File: src/rtl/ara_pkg.sv
// ----------------------------------------------------------------------------
// ara_pkg
// Shared widths, constants, codes and types of the ADC running averager.
// ----------------------------------------------------------------------------
package ara_pkg;

    // field and state widths
    localparam int OPCODE_W = 2;
    localparam int CONV_W   = 12;
    localparam int LEVEL_W  = 20;
    localparam int SUM_W    = 28;
    localparam int COUNT_W  = 8;
    localparam int VPC_W    = 24;
    localparam int VOLTS_W  = 28;

    // fraction bits dropped from level times volts_per_code
    localparam int VOLTS_SHIFT = 16;

    // sample level is held with 8 fraction bits
    localparam int LEVEL_FRAC = 8;

    // count at which sum and count are halved
    localparam logic [COUNT_W-1:0] HALVE_AT = 8'd254;

    // reset value of the scale register, about 3.3 / 4095 volt per code
    localparam logic [VPC_W-1:0] VPC_RESET = 24'd13520;

    // default number of conversions per sample
    localparam int CONV_PER_SAMPLE_DEF = 4;

    // request codes
    typedef enum logic [OPCODE_W-1:0] {
        OP_SAMPLE      = 2'd0,
        OP_READ_AVG    = 2'd1,
        OP_READ_LATEST = 2'd2,
        OP_CLEAR       = 2'd3
    } op_t;

    // sequencer states
    typedef enum logic [1:0] {
        ST_IDLE,
        ST_DIV,
        ST_MUL,
        ST_OUT
    } state_t;

    // start request to the shared divider
    typedef struct packed {
        logic               start;
        logic [SUM_W-1:0]   dividend;
        logic [COUNT_W-1:0] divisor;
    } div_req_t;

endpackage

File: src/rtl/ara_divider.sv
// ----------------------------------------------------------------------------
// ara_divider
// Restoring divider, one quotient bit per cycle, shared by the sample mean
// and the read-average path. Done is high for one cycle together with the
// final quotient.
// ----------------------------------------------------------------------------
module ara_divider
    import ara_pkg::*;
(
    input  logic             clk,
    input  logic             rst_n,
    input  div_req_t         req,
    output logic [SUM_W-1:0] quotient,
    output logic             done
);

    localparam int STEP_W = $clog2(SUM_W);
    localparam logic [STEP_W-1:0] LAST_STEP = STEP_W'(SUM_W - 1);

    logic [SUM_W-1:0]   quo_reg, quo_next;
    logic [COUNT_W-1:0] rem_reg, rem_next;
    logic [COUNT_W-1:0] dsr_reg, dsr_next;
    logic [STEP_W-1:0]  step_reg, step_next;
    logic               busy_reg, busy_next;
    logic               done_reg, done_next;

    logic [COUNT_W:0]   trial;
    logic [COUNT_W:0]   diff;
    logic               fits;

    // one trial subtraction
    always_comb
    begin
        trial = {rem_reg, quo_reg[SUM_W-1]};
        diff  = trial - {1'b0, dsr_reg};
        fits  = (trial >= {1'b0, dsr_reg});
    end

    // iteration control
    always_comb
    begin
        quo_next  = quo_reg;
        rem_next  = rem_reg;
        dsr_next  = dsr_reg;
        step_next = step_reg;
        busy_next = busy_reg;
        done_next = 1'b0;
        if (req.start)
        begin
            quo_next  = req.dividend;
            rem_next  = '0;
            dsr_next  = req.divisor;
            step_next = '0;
            busy_next = 1'b1;
        end
        else if (busy_reg)
        begin
            quo_next  = {quo_reg[SUM_W-2:0], fits};
            rem_next  = fits ? diff[COUNT_W-1:0] : trial[COUNT_W-1:0];
            step_next = step_reg + 1'b1;
            if (step_reg == LAST_STEP)
            begin
                busy_next = 1'b0;
                done_next = 1'b1;
            end
        end
    end

    // control registers
    always_ff @(posedge clk or negedge rst_n)
    begin
        if (!rst_n)
        begin
            busy_reg <= 1'b0;
            done_reg <= 1'b0;
            step_reg <= '0;
        end
        else
        begin
            busy_reg <= busy_next;
            done_reg <= done_next;
            step_reg <= step_next;
        end
    end

    // datapath registers
    always_ff @(posedge clk)
    begin
        quo_reg <= quo_next;
        rem_reg <= rem_next;
        dsr_reg <= dsr_next;
    end

    assign quotient = quo_reg;
    assign done     = done_reg;

endmodule

File: src/rtl/ara_scaler.sv
// ----------------------------------------------------------------------------
// ara_scaler
// Registered multiply of the result level by the volts-per-code scale,
// keeping the bits above the dropped fraction.
// ----------------------------------------------------------------------------
module ara_scaler
    import ara_pkg::*;
(
    input  logic               clk,
    input  logic               load,
    input  logic [LEVEL_W-1:0] level,
    input  logic [VPC_W-1:0]   scale,
    output logic [VOLTS_W-1:0] volts
);

    logic [LEVEL_W+VPC_W-1:0] product;
    logic [VOLTS_W-1:0]       volts_reg;

    // level times scale, full width
    assign product = {{VPC_W{1'b0}}, level} * {{LEVEL_W{1'b0}}, scale};

    // capture the scaled value
    always_ff @(posedge clk)
    begin
        if (load)
        begin
            volts_reg <= product[VOLTS_SHIFT +: VOLTS_W];
        end
    end

    assign volts = volts_reg;

endmodule

File: src/rtl/adc_running_average_core.sv
// ----------------------------------------------------------------------------
// adc_running_average_core
// Sample and read-average with nonzero count run through the 28-step shared
// divider; the other requests skip it. A new request is taken only after the
// previous result has been accepted. Reset clears the sequencer and averager
// state and loads the default scale; the result level and volts are not reset.
// ----------------------------------------------------------------------------
module adc_running_average_core
    import ara_pkg::*;
#(
    parameter int CONVERSIONS_PER_SAMPLE = CONV_PER_SAMPLE_DEF
)
(
    input  logic                clk,
    input  logic                rst_n,
    input  logic                cfg_wr_en,
    input  logic [VPC_W-1:0]    cfg_wr_data,
    input  logic                in_valid,
    output logic                in_ready,
    input  logic [OPCODE_W-1:0] opcode,
    input  logic [CONV_W-1:0]   conv_a,
    input  logic [CONV_W-1:0]   conv_b,
    input  logic [CONV_W-1:0]   conv_c,
    input  logic [CONV_W-1:0]   conv_d,
    output logic                out_valid,
    input  logic                out_ready,
    output logic [LEVEL_W-1:0]  level,
    output logic [VOLTS_W-1:0]  volts
);

    // conversions in use, kept within one to four
    localparam int NCONV = (CONVERSIONS_PER_SAMPLE < 1) ? 1 :
                           (CONVERSIONS_PER_SAMPLE > 4) ? 4 : CONVERSIONS_PER_SAMPLE;
    localparam int TOTAL_W = CONV_W + 2;

    state_t              state_reg, state_next;
    op_t                 op_reg, op_next;
    logic [VPC_W-1:0]    vpc_reg;
    logic [SUM_W-1:0]    sum_reg, sum_next;
    logic [COUNT_W-1:0]  count_reg, count_next;
    logic [LEVEL_W-1:0]  held_reg, held_next;
    logic [LEVEL_W-1:0]  latest_reg, latest_next;
    logic [LEVEL_W-1:0]  level_reg, level_next;

    logic [TOTAL_W-1:0]  total;
    logic [SUM_W-1:0]    sum_plus;
    logic [COUNT_W-1:0]  count_plus;
    logic [LEVEL_W-1:0]  div_level;
    logic [SUM_W-1:0]    div_quotient;
    logic                div_done;
    div_req_t            div_req;
    logic                mul_load;

    // sum of the conversions in use
    always_comb
    begin
        total = TOTAL_W'(conv_a);
        if (NCONV >= 2)
        begin
            total = total + TOTAL_W'(conv_b);
        end
        if (NCONV >= 3)
        begin
            total = total + TOTAL_W'(conv_c);
        end
        if (NCONV >= 4)
        begin
            total = total + TOTAL_W'(conv_d);
        end
    end

    // running sum update with the new quotient
    assign div_level  = div_quotient[LEVEL_W-1:0];
    assign sum_plus   = sum_reg + SUM_W'(div_level);
    assign count_plus = count_reg + 1'b1;

    // sequencer: next state, state updates and divider requests
    always_comb
    begin
        state_next       = state_reg;
        op_next          = op_reg;
        sum_next         = sum_reg;
        count_next       = count_reg;
        held_next        = held_reg;
        latest_next      = latest_reg;
        level_next       = level_reg;
        div_req.start    = 1'b0;
        div_req.dividend = '0;
        div_req.divisor  = '0;
        mul_load         = 1'b0;
        in_ready         = 1'b0;
        out_valid        = 1'b0;
        case (state_reg)
            ST_IDLE:
            begin
                in_ready = 1'b1;
                if (in_valid)
                begin
                    op_next = op_t'(opcode);
                    case (op_t'(opcode))
                        OP_SAMPLE:
                        begin
                            div_req.start    = 1'b1;
                            div_req.dividend = SUM_W'({total, {LEVEL_FRAC{1'b0}}});
                            div_req.divisor  = COUNT_W'(NCONV);
                            state_next       = ST_DIV;
                        end
                        OP_READ_AVG:
                        begin
                            if (count_reg != '0)
                            begin
                                div_req.start    = 1'b1;
                                div_req.dividend = sum_reg;
                                div_req.divisor  = count_reg;
                                state_next       = ST_DIV;
                            end
                            else
                            begin
                                level_next = held_reg;
                                state_next = ST_MUL;
                            end
                        end
                        OP_READ_LATEST:
                        begin
                            level_next = latest_reg;
                            state_next = ST_MUL;
                        end
                        OP_CLEAR:
                        begin
                            sum_next    = '0;
                            count_next  = '0;
                            held_next   = '0;
                            latest_next = '0;
                            level_next  = '0;
                            state_next  = ST_MUL;
                        end
                        default:
                        begin
                            state_next = ST_IDLE;
                        end
                    endcase
                end
            end
            ST_DIV:
            begin
                if (div_done)
                begin
                    level_next = div_level;
                    state_next = ST_MUL;
                    if (op_reg == OP_SAMPLE)
                    begin
                        latest_next = div_level;
                        if (count_plus == HALVE_AT)
                        begin
                            sum_next   = sum_plus >> 1;
                            count_next = count_plus >> 1;
                        end
                        else
                        begin
                            sum_next   = sum_plus;
                            count_next = count_plus;
                        end
                    end
                    else
                    begin
                        held_next  = div_level;
                        sum_next   = '0;
                        count_next = '0;
                    end
                end
            end
            ST_MUL:
            begin
                mul_load   = 1'b1;
                state_next = ST_OUT;
            end
            ST_OUT:
            begin
                out_valid = 1'b1;
                if (out_ready)
                begin
                    state_next = ST_IDLE;
                end
            end
            default:
            begin
                state_next = ST_IDLE;
            end
        endcase
    end

    // state register and averager state
    always_ff @(posedge clk or negedge rst_n)
    begin
        if (!rst_n)
        begin
            state_reg  <= ST_IDLE;
            op_reg     <= OP_SAMPLE;
            sum_reg    <= '0;
            count_reg  <= '0;
            held_reg   <= '0;
            latest_reg <= '0;
        end
        else
        begin
            state_reg  <= state_next;
            op_reg     <= op_next;
            sum_reg    <= sum_next;
            count_reg  <= count_next;
            held_reg   <= held_next;
            latest_reg <= latest_next;
        end
    end

    // scale register
    always_ff @(posedge clk or negedge rst_n)
    begin
        if (!rst_n)
        begin
            vpc_reg <= VPC_RESET;
        end
        else if (cfg_wr_en)
        begin
            vpc_reg <= cfg_wr_data;
        end
    end

    // result level
    always_ff @(posedge clk)
    begin
        level_reg <= level_next;
    end

    // shared divider
    ara_divider u_divider
    (
        .clk      (clk),
        .rst_n    (rst_n),
        .req      (div_req),
        .quotient (div_quotient),
        .done     (div_done)
    );

    // voltage scaling
    ara_scaler u_scaler
    (
        .clk   (clk),
        .load  (mul_load),
        .level (level_reg),
        .scale (vpc_reg),
        .volts (volts)
    );

    assign level = level_reg;

`ifndef SYNTHESIS
    // never ready while a result is offered
    assert property (@(posedge clk) disable iff (!rst_n) !(in_ready && out_valid))
        else $error("in_ready and out_valid high together");

    // divider finishes only while the sequencer waits for it
    assert property (@(posedge clk) disable iff (!rst_n) div_done |-> (state_reg == ST_DIV))
        else $error("divider done outside the divide state");

    // sample count is halved before it can rest at the limit
    assert property (@(posedge clk) disable iff (!rst_n) count_reg != HALVE_AT)
        else $error("sample count reached the halving limit");

    // a result follows the scaling cycle
    assert property (@(posedge clk) disable iff (!rst_n) mul_load |=> out_valid)
        else $error("no result after scaling");
`endif

endmodule
File: config.mk
export PLATFORM = sky130hd
export DESIGN_NAME = adc_running_average_core
export DESIGN_NICKNAME = d
export VERILOG_FILES = /design/src/rtl/ara_pkg.sv /design/src/rtl/ara_divider.sv /design/src/rtl/ara_scaler.sv /design/src/rtl/adc_running_average_core.sv
export SDC_FILE = /design/constraint.sdc
export NUM_CORES = 2
export LEC_CHECK = 0
export BUFFER_PORTS_ARGS = -buffer_cell sky130_fd_sc_hd__buf_2
export CAP_MARGIN = 10
export CORE_ASPECT_RATIO = 0.75
export CORE_MARGIN = 2
export CORE_UTILIZATION = 30
export CTS_CLUSTER_DIAMETER = 120
export CTS_CLUSTER_SIZE = 12
export DETAILED_ROUTE_END_ITERATION = 6
export GPL_TIMING_DRIVEN = 0
export MAX_ROUTING_LAYER = met4
export PLACE_DENSITY_LB_ADDON = 0.3
export SETUP_SLACK_MARGIN = 0.3
export SLEW_MARGIN = 20
export SYNTH_ARGS = -nofsm -noshare
export SYNTH_HDL_FRONTEND = slang
export SYNTH_SLANG_ARGS = --single-unit
File: constraint.sdc
create_clock -name clk -period 20.2 [get_ports clk]
set_input_delay 6.06 -clock clk [delete_from_list [all_inputs] [get_ports clk]]
set_output_delay 6.06 -clock clk [all_outputs]
set_load 0.02 [all_outputs]
### After elaboration in Yosys (flattened, before gate mapping)

Cells that the tools add are included.

| operators by class | value |
|---|---|
| add/subtract/negate cells | 7 |
| muxes and demuxes | 49 |
| $lt $le $gt $ge | 1 |
| equality and inequality tests | 16 |
| reduce and logical (&&, ||, !) cells | 13 |
| $mul | 1 |

Operator list:

| cell | count |
|---|---|
| 28-bit 2-to-1 mux | 7 |
| 20-bit 2-to-1 mux | 9 |
| 20-bit case mux with 2 select lines | 3 |
| 37-bit 2-to-1 mux | 3 |
| 37-bit case mux with 2 select lines | 1 |
| 20-bit case mux with 3 select lines | 1 |
| 28-bit case mux with 2 select lines | 1 |
| 8-bit 2-to-1 mux | 6 |
| 20-bit by 24-bit multiplier with 44-bit output | 1 |
| 28-bit by 20-bit adder with 28-bit output | 1 |
| 8-bit case mux with 2 select lines | 1 |
| 5-bit AND reduction | 3 |
| 13-bit by 12-bit adder with 14-bit output | 1 |
| 14-bit by 12-bit adder with 14-bit output | 1 |
| 12-bit by 12-bit adder with 13-bit output | 1 |
| 5-bit 2-to-1 mux | 2 |
| 9-bit by 8-bit greater-or-equal comparator with 1-bit output | 1 |
| 1-bit 2-to-1 mux | 9 |
| 8-bit by 1-bit adder with 8-bit output (second input constant) | 1 |
| 2-bit equality test (second input constant) | 4 |
| 8-bit equality test (second input constant) | 1 |
| 2-bit 2-to-1 mux | 4 |
| 2-bit != test (second input constant) | 4 |
| 2-bit case mux with 4 select lines | 1 |
| 15 further kinds | 20 |

| word-level totals | value |
|---|---|
| register bits | 203 |
| word-level logic and storage cells | 102 |
| input bits | 79 |

### Depth between registers and ports, before layout

| logic depth | value |
|---|---|
| depth after elaboration | 7 |
| gate-level depth with buffers | 26 |

### Hierarchy

A second synthesis with hierarchy kept.

| second synthesis, totals | value |
|---|---|
| cells, all modules | 2,844 |
| area, all modules | 26,947.1 um^2 |

By module, submodules not included:

| module | cells an instance | area an instance (um^2) | instances | sequential area each (um^2) |
|---|---|---|---|---|
| ara_scaler | 1,797 | 16,398.2 | 1 | 840.8 |
| adc_running_average_core | 857 | 8,051.5 | 1 | 3,210.6 |
| ara_divider | 190 | 2,497.4 | 1 | 1,416.4 |

### Worst setup path after synthesis

OpenSTA, ideal clock, no wires.

| timing | value |
|---|---|
| path kind | input port to flip-flop |
| start point | in conv_a[1] |
| end point | reg u_divider.quo_reg[21] (netlist: u_divider.quotient[21]) (data pin) |
| path slack | 10.600 ns |
| library setup time | 0.269 ns |
| stages | 13 |
| arrival | 9.330 ns |
| required time | 19.931 ns |
| cell sequence | fa_1 -> fa_1 -> ha_1 -> fa_1 -> a21o_1 -> a21oi_1 -> o21bai_1 -> a2111oi_0 -> o31ai_1 -> a211oi_1 -> nor2_1 -> a21oi_1 -> o21ai_0 |

| between the ends | value |
|---|---|
| word-level cells in the longest chain between the ends | 7 |

RTL lines:

| what | RTL line | RTL |
|---|---|---|
| start, declared | adc_running_average_core.sv:21 | `input logic [CONV_W-1:0] conv_a,` |
| 12-bit by 12-bit adder with 13-bit output | adc_running_average_core.sv:60 | `total = total + TOTAL_W'(conv_b);` |
| 13-bit by 12-bit adder with 14-bit output | adc_running_average_core.sv:64 | `total = total + TOTAL_W'(conv_c);` |
| 14-bit by 12-bit adder with 14-bit output | adc_running_average_core.sv:68 | `total = total + TOTAL_W'(conv_d);` |
| 37-bit case mux with 2 select lines | adc_running_average_core.sv:100 | `case (op_t'(opcode))` |
| 37-bit 2-to-1 mux | adc_running_average_core.sv:97 | `if (in_valid)` |
| 37-bit 2-to-1 mux | adc_running_average_core.sv:93 | `case (state_reg)` |
| 28-bit 2-to-1 mux | ara_divider.sv:48 | `if (req.start)` |
| named net u_divider.quo_next[21] | ara_divider.sv:20 | `logic [SUM_W-1:0] quo_reg, quo_next;` |
| end signal, assigned | ara_divider.sv:89 | `quo_reg <= quo_next;` |
| end, declared | ara_divider.sv:20 |  |

The timed path passes the listed nets, and every way through them passes these cells.
A chain may end at the register's enable or synchronous reset.

### Worst setup path after layout

| timing | value |
|---|---|
| start point | in conv_a[1] |
| end point | reg u_divider.quo_reg[19] (netlist: u_divider.quotient[19]) (data pin) |

Same word-level chain as after synthesis.

==> reports/summary.txt <==
==================================================================================
Status                                                                   completed
Fraction of the mapped netlist area in compound gates                       0.0984
Share of the yosys chip area belonging to registers                          0.208
Mux cell area share after synthesis                                         0.0180
Initial Util                                                                 0.304
Number of vias after detailed routing                                        19100
Die Outline Area                                                        0.0899 mm²
Number of design rule violations left after detail routing                       0
First-pass GRT wire length                                               120000 µm
R2R depth                                                                       24
Number of cells produced by synthesis                                         2718
Top-Level Pins                                                                 129
Clock tree from TritonCTS                                                    built
Type of the worst min-delay path                                      flop to flop
Gpl congestion                                                               0.928
Via density                                                                   4.75
Post-synthesis instance area                                            0.0262 mm²
Reported max-cap violation count                                                 0
Commonest cells after routing, fill and taps aside                    sky130_fd_sc_hd__inv_1, sky130_fd_sc_hd__fa_1, sky130_fd_sc_hd__nand2_1
Fraction of registers with async set or reset after synthesis                0.547
Maximum clock frequency                                                  0.104 GHz
Number of standard-cell rows in the floorplan                                   93
Total of flip-flops plus latches after synthesis                               203
Die width                                                                   346 µm
Post-route clock period utilization                                          0.474
Worst-case register-to-register setup slack                               12.05 ns
Vertical die dimension                                                      260 µm
Source of the worst register-to-register timing path                  level[13]$_DFFE_PP_
Worst max-slew margin expressed relative to the limit                        0.263
Count of hold-fix buffers inserted at cts                                        0
Launching instance or port of the critical path                          conv_a[1]
Cell type contributing the most total cell area after synthesis       sky130_fd_sc_hd__fa_1
Core region area                                                        0.0862 mm²
Worst-Margin Slew                                                          1.10 ns
Share of final-layout standard cells stronger than drive strength 1         0.0742
Leading cell type in the layout, fill and taps excluded               sky130_fd_sc_hd__inv_1
Final Max Slew Viols                                                             0
Maximum number of pins on one net before global-route repair                    59
Initial antenna violation count                                                  7
Total CTS buffers                                                               21
EDFF count, synth                                                               84
CTS Root Buffer Type                                                  sky130_fd_sc_hd__clkbuf_16
WL final                                                                  78200 µm
Number of failing hold endpoints at the final stage                              0
Buffers from clock root to sink, at most                                         3
Filler instances                                                              8939
Sinks on the clock net                                                         203
Main combinational cell family by area after synthesis                 adder cells
Estimated wirelength of the detail-placed design                          64300 µm
PortBufs                                                                       127
Area added between synthesis and finish                                      10.6%
Portion of synthesized cell area occupied by the leading cell type           0.318
Synthesized Nets                                                              3415
Number of nets in the finished design                                         3568
H-tree depth                                                                     1
Clock transition at path regs                                              0.07 ns
Post-route antenna net violation count                                           0
Area share of xor/xnor cells in the synthesized design                      0.0234
Total setup violations reported at the end of the flow                           0
Largest fanout on the critical path                                              3
Total gr overflow                                                                0
Dominant cells by area after synthesis                                sky130_fd_sc_hd__fa_1, sky130_fd_sc_hd__dfrtp_1, sky130_fd_sc_hd__edfxtp_1
Multi-input combinational cell area                                     0.0186 mm²
Number of distinct library cells after synthesis                                76
Clock Latency Late Sink                                                    0.56 ns
Post-cts resize count                                                            0
Arrival @ worst endpoint                                                   9.88 ns
Sequential cell area                                                   0.00547 mm²
End of the worst register-to-register path                            u_scaler.volts[26]$_DFFE_PP_
Unrepaired setup endpoints after global routing                              false
First DRT Iteration DRCs                                                      1554
Category of the worst setup path capture point                                flop
Adder and majority cell fraction of the synthesized area                     0.414
Fin util                                                                     0.337
Yosys warns                                                                      0
Router iterations before antenna repair                                          5
Type of the worst setup path                                          input pin to flop
Layout Skew                                                              0.0134 ns
Setup TNS after final layout                                                  0 ns
Mean area per synthesized cell                                            9.66 µm²
Simple-gate share of the synthesized area                                    0.153
Most used flip-flop cell after synthesis                              sky130_fd_sc_hd__dfrtp_1
Average detailed-routed wire length per instance                           19.4 µm
Setup crit end                                                        u_divider.quotient[19]$_DFFE_PP_
Crit path required time                                                   20.51 ns
Minimum clock period after layout                                          9.58 ns
Global routing usage summed across all routing layers                        0.180
Vias in the first global route                                               19100
Startpoint type of the worst setup path                                  input pin
Setup Buffers After CTS                                                          0
==================================================================================
critical path: stages:
cell and delay, ns:
sky130_fd_sc_hd__buf_2 0.11, sky130_fd_sc_hd__fa_1 0.56, sky130_fd_sc_hd__fa_1 0.42, sky130_fd_sc_hd__ha_1 0.23, sky130_fd_sc_hd__fa_1 0.46, sky130_fd_sc_hd__a21o_1 0.20, sky130_fd_sc_hd__a21oi_1 0.24, sky130_fd_sc_hd__o21bai_1 0.12
sky130_fd_sc_hd__a2111oi_0 0.66, sky130_fd_sc_hd__o31ai_1 0.22, sky130_fd_sc_hd__xor2_1 0.18, sky130_fd_sc_hd__a221oi_1 0.37, sky130_fd_sc_hd__nor2_1 0.07
through the flow:
step | hold slack (ns) | cell area, µm² | worst slack, ns | instances
5_1_grt | 0.502 | 29000 | 10.31 | 4029
3_5_place_dp | 0.462 | 28400 | 10.03 | 3988
3_3_place_gp | 0.454 | 28300 | 10.05 | 3985
2_1_floorplan | 0.442 | 26200 | 10.60 | 2718
6_report | 0.471 | 29000 | 10.62 | 4032
4_1_cts | 0.477 | 29000 | 10.63 | 4026
cell usage after synthesis (4+ instances only):
| library cell | instances |
|---|---|
| sky130_fd_sc_hd__inv_1 | 446 |
| sky130_fd_sc_hd__fa_1 | 417 |
| sky130_fd_sc_hd__nand2_1 | 338 |
| sky130_fd_sc_hd__and2_1 | 277 |
| sky130_fd_sc_hd__ha_1 | 201 |
| sky130_fd_sc_hd__clkbuf_1 | 138 |
| sky130_fd_sc_hd__o21ai_0 | 107 |
| sky130_fd_sc_hd__dfrtp_1 | 105 |
| sky130_fd_sc_hd__a21oi_1 | 89 |
| sky130_fd_sc_hd__edfxtp_1 | 84 |
| sky130_fd_sc_hd__nor2_1 | 76 |
| sky130_fd_sc_hd__xnor2_1 | 40 |
| sky130_fd_sc_hd__a21o_1 | 38 |
| sky130_fd_sc_hd__a22o_1 | 33 |
| sky130_fd_sc_hd__nor2b_1 | 31 |
| sky130_fd_sc_hd__xor2_1 | 30 |
| sky130_fd_sc_hd__mux2_2 | 26 |
| sky130_fd_sc_hd__mux2i_1 | 18 |
| sky130_fd_sc_hd__a221oi_1 | 16 |
| sky130_fd_sc_hd__nand3_1 | 14 |
| sky130_fd_sc_hd__and3_1 | 13 |
| sky130_fd_sc_hd__a31oi_1 | 12 |
| sky130_fd_sc_hd__nand4_1 | 12 |
| sky130_fd_sc_hd__a211oi_1 | 11 |
| sky130_fd_sc_hd__o211ai_1 | 9 |
| sky130_fd_sc_hd__o21a_1 | 9 |
| sky130_fd_sc_hd__o21bai_1 | 9 |
| sky130_fd_sc_hd__dfxtp_1 | 8 |
| sky130_fd_sc_hd__nor3_1 | 8 |
| sky130_fd_sc_hd__o221ai_1 | 8 |
| sky130_fd_sc_hd__and4_1 | 6 |
| sky130_fd_sc_hd__dfstp_2 | 6 |
| sky130_fd_sc_hd__o31ai_1 | 6 |
| sky130_fd_sc_hd__nand2b_1 | 5 |
| sky130_fd_sc_hd__or3_1 | 5 |
| sky130_fd_sc_hd__nor4_1 | 4 |
| sky130_fd_sc_hd__o21ai_2 | 4 |
| sky130_fd_sc_hd__or2_2 | 4 |
per-layer routing:
layer,part of all wire,wire [µm],GRT usage
met1,0.50,39100,0.269
met2,0.38,29900,0.239
met3,0.099,7770,0.0514
met4,0.018,1400,0.0348
met5,0,0,-
area by class of cell:
cell class | count | area share
diodes | 6 | 0.000517
clock inverters | 3 | 0.000862
well taps | 1140 | 0.0491
plain buffers | 144 | 0.0188
multi-input cells | 1924 | 0.640
flip-flops and latches | 203 | 0.188
clock buffers | 35 | 0.0199
inverters | 447 | 0.0578
repair buffers | 130 | 0.0248
worst min path at each step:
stage / from / endpoint / slack (ns) / cells after the start
5_1_grt: held_reg[7]$_DFFE_PN0P_ / held_reg[7]$_DFFE_PN0P_ / 0.50 / 2
3_5_place_dp: held_reg[5]$_DFFE_PN0P_ / held_reg[5]$_DFFE_PN0P_ / 0.46 / 2
2_1_floorplan: held_reg[0]$_DFFE_PN0P_ / held_reg[0]$_DFFE_PN0P_ / 0.44 / 2
3_3_place_gp: held_reg[13]$_DFFE_PN0P_ / held_reg[13]$_DFFE_PN0P_ / 0.45 / 2
4_1_cts: held_reg[5]$_DFFE_PN0P_ / held_reg[5]$_DFFE_PN0P_ / 0.48 / 2
6_report: held_reg[13]$_DFFE_PN0P_ / held_reg[13]$_DFFE_PN0P_ / 0.47 / 2
kinds of logic (layout without fill, tap and decap cells):
group | after synthesis | in the layout
xor gates and xnor gates | 70 | 70
adders and majority gates | 618 | 618
DFF | 203 | 203
muxes | 44 | 44
other | 0 | 6
and+or+nand+nor | 806 | 806
buffers and inverters | 591 | 759
AOI/OAI and AO/OA | 386 | 386
Power is left out: the tool's default activity adds up to more than one toggle a clock period on the data nets, which glitch-free logic cannot reach.
